## config.mk

```make
export PLATFORM = sky130hd
export DESIGN_NAME = kwm_front
export DESIGN_NICKNAME = d
export VERILOG_FILES = /design/src/sv/kwm_pkg.sv /design/src/sv/kwm_front.sv
export SDC_FILE = /design/constraint.sdc
export NUM_CORES = 1
export LEC_CHECK = 0
export BUFFER_PORTS_ARGS = -buffer_cell sky130_fd_sc_hd__clkbuf_2
export CAP_MARGIN = 40
export CORE_ASPECT_RATIO = 0.5
export CORE_MARGIN = 4
export CORE_UTILIZATION = 47
export DETAILED_ROUTE_END_ITERATION = 8
export GPL_ROUTABILITY_DRIVEN = 0
export PLACE_DENSITY = 0.73
export SLEW_MARGIN = 10
export SYNTH_ARGS = -nofsm -noshare
export SYNTH_HDL_FRONTEND = slang
export SYNTH_SLANG_ARGS = --single-unit
```

## constraint.sdc

```tcl
create_clock -name clk -period 2.9 [get_ports clk]
set_input_delay 0.58 -clock clk [delete_from_list [all_inputs] [get_ports clk]]
set_output_delay 0.58 -clock clk [all_outputs]
set_load 0.01 [all_outputs]
```

## src/sv/kwm_pkg.sv

```systemverilog
// Shared constants, types and codes for the k-way sorted merge block.
`timescale 1ns / 1ps
package kwm_pkg;

  localparam int NUM_LISTS   = 8;
  localparam int LIST_DEPTH  = 64;
  localparam int LIST_W      = $clog2(NUM_LISTS);
  localparam int PTR_W       = $clog2(LIST_DEPTH);
  localparam int CNT_W       = $clog2(LIST_DEPTH + 1);
  localparam int TREE_LVLS   = LIST_W;
  localparam int TREE_LEAVES = 1 << TREE_LVLS;
  localparam int SRCH_W      = (TREE_LVLS > 1) ? $clog2(TREE_LVLS) : 1;
  localparam int MEM_AW      = LIST_W + PTR_W;
  localparam int MEM_DEPTH   = NUM_LISTS << PTR_W;

  localparam int CMD_W = 2;
  localparam int IDX_W = 3;
  localparam int VAL_W = 32;
  localparam int ST_W  = 2;

  typedef enum logic [CMD_W-1:0] {
    CMD_PUSH  = 2'd0,
    CMD_POP   = 2'd1,
    CMD_CLEAR = 2'd2,
    CMD_NONE  = 2'd3
  } cmd_t;

  typedef enum logic [ST_W-1:0] {
    ST_OK      = 2'd0,
    ST_EMPTY   = 2'd1,
    ST_DROPPED = 2'd2
  } status_t;

  typedef enum logic [2:0] {
    OP_PUSH,
    OP_POP,
    OP_CLEAR,
    OP_DROP,
    OP_NONE
  } op_kind_t;

  typedef struct packed {
    op_kind_t          kind;
    logic [LIST_W-1:0] list;
    logic [VAL_W-1:0]  value;
  } op_t;

  typedef struct packed {
    logic              vld;
    logic [LIST_W-1:0] idx;
    logic [VAL_W-1:0]  value;
  } node_t;

  typedef enum logic [1:0] {
    BK_IDLE,
    BK_SEARCH,
    BK_REFILL
  } back_state_t;

endpackage

```

## src/sv/kwm_front.sv

```systemverilog
// Front end: accepts command beats, classifies them and queues them for the back end.
`timescale 1ns / 1ps
module kwm_front (
  input  logic                        clk,
  input  logic                        rst,
  input  logic                        in_valid,
  output logic                        in_stall,
  input  logic [kwm_pkg::CMD_W-1:0]   command,
  input  logic [kwm_pkg::IDX_W-1:0]   list_index,
  input  logic signed [kwm_pkg::VAL_W-1:0] push_value,
  output logic                        q_valid,
  output kwm_pkg::op_t                q_op,
  input  logic                        q_take
);

  kwm_pkg::op_t slot [2];
  kwm_pkg::op_t op_in;
  logic         wr_ptr;
  logic         rd_ptr;
  logic [1:0]   count;
  logic         wr_en;

  always_comb begin
    op_in.list  = kwm_pkg::LIST_W'(list_index);
    op_in.value = push_value;
    case (kwm_pkg::cmd_t'(command))
      kwm_pkg::CMD_PUSH: begin
        op_in.kind = (int'(list_index) >= kwm_pkg::NUM_LISTS) ? kwm_pkg::OP_DROP
                                                              : kwm_pkg::OP_PUSH;
      end
      kwm_pkg::CMD_POP:   op_in.kind = kwm_pkg::OP_POP;
      kwm_pkg::CMD_CLEAR: op_in.kind = kwm_pkg::OP_CLEAR;
      default:            op_in.kind = kwm_pkg::OP_NONE;
    endcase
  end

  assign in_stall = (count == 2'd2);
  assign wr_en    = in_valid && !in_stall;
  assign q_valid  = (count != 2'd0);
  assign q_op     = slot[rd_ptr];

  always_ff @(posedge clk) begin
    if (wr_en) begin
      slot[wr_ptr] <= op_in;
    end
  end

  always_ff @(posedge clk) begin
    if (rst) begin
      wr_ptr <= 1'b0;
      rd_ptr <= 1'b0;
      count  <= 2'd0;
    end else begin
      if (wr_en) begin
        wr_ptr <= !wr_ptr;
      end
      if (q_take) begin
        rd_ptr <= !rd_ptr;
      end
      case ({wr_en, q_take})
        2'b10:   count <= count + 2'd1;
        2'b01:   count <= count - 2'd1;
        default: count <= count;
      endcase
    end
  end

endmodule

```

Yosys cells after proc, flatten, opt, wreduce, memory -nomap -nowiden
Memory sizes are Yosys's and may differ from the RTL's. A register that Yosys moved wholly into a read port is not among the register bits.
Index checks and enable logic that the tools add are counted.

word-level totals
  memory bits (writable) = 76
  output and inout port bits = 40
  register bits after elaboration = 4
  memories kept = 1

memory list
  name  depth  width  read ports  clocked after memory_dff  write ports  line             RTL
  slot  2      38     1           1                         1            kwm_front.sv:16  kwm_pkg::op_t slot [2];

cells by class
  reduce and logical (&&, ||, !) cells = 7
  muxes and demuxes = 6
  eq/ne operators = 5
  $add $sub $neg = 2

operators with widths
  operator                                                             number
  3-bit one-hot mux with 3 select lines                                1
  2-bit == test (second input constant)                                3
  2-bit by 1-bit == test with 1-bit output (second input constant)     2
  1-bit 2-to-1 mux                                                     4
  2-bit one-hot mux with 2 select lines                                1
  2-bit nonzero test                                                   2
  1-bit zero test                                                      3
  2-bit by 1-bit adder with 2-bit output (second input constant)       1
  2-bit zero test                                                      1
  2-bit by 1-bit subtractor with 2-bit output (second input constant)  1
  1-bit logical AND                                                    1

Depth between registers and ports, before layout
  depth after elaboration = 5
  depth in mapped cells = 6
  mapped depth without buffers = 6

Worst setup path after synthesis
Ideal clock, no wire load.

  path type = input -> register
  from = input in_valid
  to = memory slot[0][0] (netlist bit) (enable)
  slack = 0.783 ns
  required time = 2.507 ns
  path buffers = 0
  arrival = 1.725 ns
  setup time = 0.393 ns
  stages = 3
  cell sequence = inv_1 or3_1 inv_1

between the ends
  cells in the longest elaborated chain, start to end = 3

ends and longest elaborated chain
  element                                 line             RTL
  start, declared                         kwm_front.sv:6   input logic in_valid,
  1-bit logical AND                       kwm_front.sv:38  assign wr_en = in_valid && !in_stall;
  1-bit 2-to-1 mux                        kwm_front.sv:43  if (wr_en) begin
  1-bit 2-to-1 mux (implied by the code)  kwm_front.sv:44  slot[wr_ptr] <= op_in;
  end, declared                           kwm_front.sv:16

Every way passes these cells.

==> impl_metrics.yaml <==
outcome:
  run_status: "completed"
placement:
  detailedPlacementHpwl_um: 3440
  count_of_input_and_output_buffers: 80
  detailed_place.area_sq_mm: 0.00350
  dp_cells: 314
critical_path:
  cp_num_buf_inv: 2
  startpoint_type: "flip-flop"
  cp_num_cells: 3
  critical_path_capture_point: "q_op[7]"
  r2r_slack_ns: 1.04
  cp_max_fo: 17
  required_ns: 2.32
  r2r_end: "slot[0][25]$_DFFE_PP_"
  critical_path.cell_chain: "buf_4, mux2_2, clkbuf_2"
  cp_data_arrival_time_ns: 1.69
  critPathTopFamily: "flip-flops"
  critical-path-slowest-cell: "dfxtp_2"
  crit_path_end_kind: "output pin"
  max_stage_delay_ns: 0.57
  ff2ff_path_depth: 5
  critPathKind: "reg2out"
  worst_r2r_startpoint: "count[0]$_SDFFE_PP0P_"
cts:
  clock_latency_of_the_later_clocked_register_in_the_worst_skew_pair_ns: 0.33
  hold_buffers: 0
  cts_tree: "done"
  cts_buffer_count: 9
  cts_repair_resize_count: 0
  clk_pin_slew_worst_paths_ns: 0.06
  cts.sink_count: 81
  number_of_post_cts_setup_repair_buffers: 0
  h-tree-depth: 3
  number_of_buffers_between_clock_root_and_the_deepest_sink: 2
  cts_root_buffer: "clkbuf_16"
logic_synthesis:
  seq_area_frac_synth: 0.802
  syn_area_sq_mm: 0.00297
  post-synth-top-area-cell: "edfxtp_1"
  synth_warnings: 0
  ys_ff_latch: 81
  synth.top_cells.by_area: "edfxtp_1 (77%), mux2_2 (14%), dfxtp_1 (3.4%)"
  syn-num-nets: 188
  avgSynthCellArea_sq_um: 20.3
  synth.lib_cells_used.distinct: 20
  synth_largest_type_area_fraction: 0.768
  synthesis.instances: 146
drt:
  detail_route.wirelength_um: 5020
  wl_per_cell_um: 15.2
  dr.pass1.iters: 6
  route.detailed.drc: 0
  final_antenna_net_count: 0
  vias_after_detailed_routing: 1568
  drt_iter0_markers: 77
  mean_number_of_vias_per_cell: 4.75
sta:
  slew_viol_final: 0
  timing.fmax_mhz: 440
  slew_headroom: 0.672
  worstMarginPinSlew_ns: 0.492
  setup_violators_final: 0
  setup_tns_ns: 0
  finalWorstPathRequiredPeriod_ns: 2.27
  period_share: 0.783
  rsz_0062_raised_after_global_routing: "false"
  clock_skew_ns: 0.00666
  finalHoldViolations: 0
finish:
  drive_above_1_share: 0.583
  area_growth_syn_to_layout_pct: 27.8
  design_area_sq_mm: 0.00380
  layout_commonest_cell: "clkbuf_2"
  stdcell_count: 330
  antenna_diode_instance_count: 0
  filler_cell_count: 477
  layout_common_cells: "clkbuf_2 (80), edfxtp_1 (76), mux2_2 (38), clkbuf_16 (10), dfxtp_1 (4)"
  finish.net_count: 279
floorplanning:
  starting_density: 0.486
  core_box_area_sq_mm: 0.00611
  fp.dieH_um: 64.2
  die_width_um: 120
  rows: 20
  die_area_sq_mm: 0.00773
  num_io_pins: 81
power_and_ir_drop:
  internal_power_summed_over_all_cells_mw: 2.23
  seq_power_share: 0.499
  p_sw_mw: 0.648
  power.leakage_nw: 1.46
  ir_drop_v: 0.000312
  swShare: 0.225
  pwr_density_cell_mw_per_mm2: 759
  share_clk_of_total_power: 0.373
  power.share.combinational: 0.128
global_routing:
  m3_gr_usage: 0.0486
  grt_remaining_overflow: 0
  groute.layer.met2.usage: 0.256
  groute.usage.overall: 0.142
  antenna_violations_before_repair: 0
  global_route_wire_length_before_repair_um: 8210
  met1_usage: 0.149
  first_global_vias: 1760
  grt_busiest_layer: "met2"
  largest_net_degree_at_the_start_of_global_routing: 29
worst_hold_path:
  hp-class: "in2reg"
run:
  max_cap_violations: 0
[worst min-delay path by stage]
stage	slack [ns]	startpoint	endpoint	cells past startpoint
after floorplan	0.45	wr_ptr$_SDFFE_PP0P_	wr_ptr$_SDFFE_PP0P_	2
after global placement	0.48	wr_ptr$_SDFFE_PP0P_	wr_ptr$_SDFFE_PP0P_	2
after detailed placement	0.49	wr_ptr$_SDFFE_PP0P_	wr_ptr$_SDFFE_PP0P_	2
after CTS	0.43	push_value[8]	slot[1][8]$_DFFE_PP_	1
after global routing	0.43	push_value[26]	slot[0][26]$_DFFE_PP_	1
final	0.44	push_value[8]	slot[1][8]$_DFFE_PP_	1
[cells by family (layout without fill, tap and decap cells)]
family          Yosys count  after routing  share of synthesized area
xor+xnor                  3              3                    0.00885
compound gates            4              4                    0.00674
mux                      38             38                      0.144
flops                    81             81                      0.802
simple gates             12             12                     0.0227
buf+inv                   7            103                     0.0114
fa+ha+maj                 1              1                    0.00421
[cell type report]
class                           instances  area (sq um)  share of cell area
Sequential cell                        81          2380               0.628
Multi-Input combinational cell         58           556               0.146
Timing Repair Buffer                   84           443               0.117
Clock buffer                           13           272              0.0715
Tap cell                               88           110              0.0290
Clock inverter                          3          22.5             0.00593
Inverter                                3          11.3             0.00297
[per-stage QoR]
step / power, mW / setup slack [ns] / hold WS, ns / utilization
3_3_place_gp: 1.82 / 0.878 / 0.479 / 0.574
2_1_floorplan: 1.67 / 0.783 / 0.452 / -
4_1_cts: 2.91 / 0.587 / 0.427 / 0.622
6_report: 2.88 / 0.629 / 0.438 / 0.622
3_5_place_dp: 1.84 / 0.850 / 0.487 / 0.574
5_1_grt: 3.00 / 0.511 / 0.429 / 0.622
[flip-flops by register name (all words and copies together), names as in the netlist, named ones only]
name    flops
count       2
slot       76
rd_ptr      1
wr_ptr      1
[cell usage after synthesis, drive strengths merged]
cell / n
a21oi: 2
and2: 1
and3: 1
buf: 4
dfxtp: 5
edfxtp: 76
ha: 1
inv: 3
mux2: 38
nand2: 1
nand2b: 1
nor2: 3
nor2b: 2
o21ai: 2
or2: 1
or3: 2
xnor2: 2
xor2: 1
[per-layer routing]
metal | wire (um) | vias to the layer above
li1 | - | 747
met1 | 2010 | 773
met2 | 2740 | 38
met3 | 186 | 10
met4 | 78 | 0
met5 | 0 | -
[power groups by stage]
stage	sequential, mW	clock, mW	combinational, mW
floorplan	1.45	0	0.223
detailed placement	1.46	0	0.374
global route	1.45	1.15	0.407
global placement	1.46	0	0.367
CTS	1.44	1.09	0.376
finish	1.44	1.07	0.369
No activity file was read; power rests on OpenSTA's default activity.
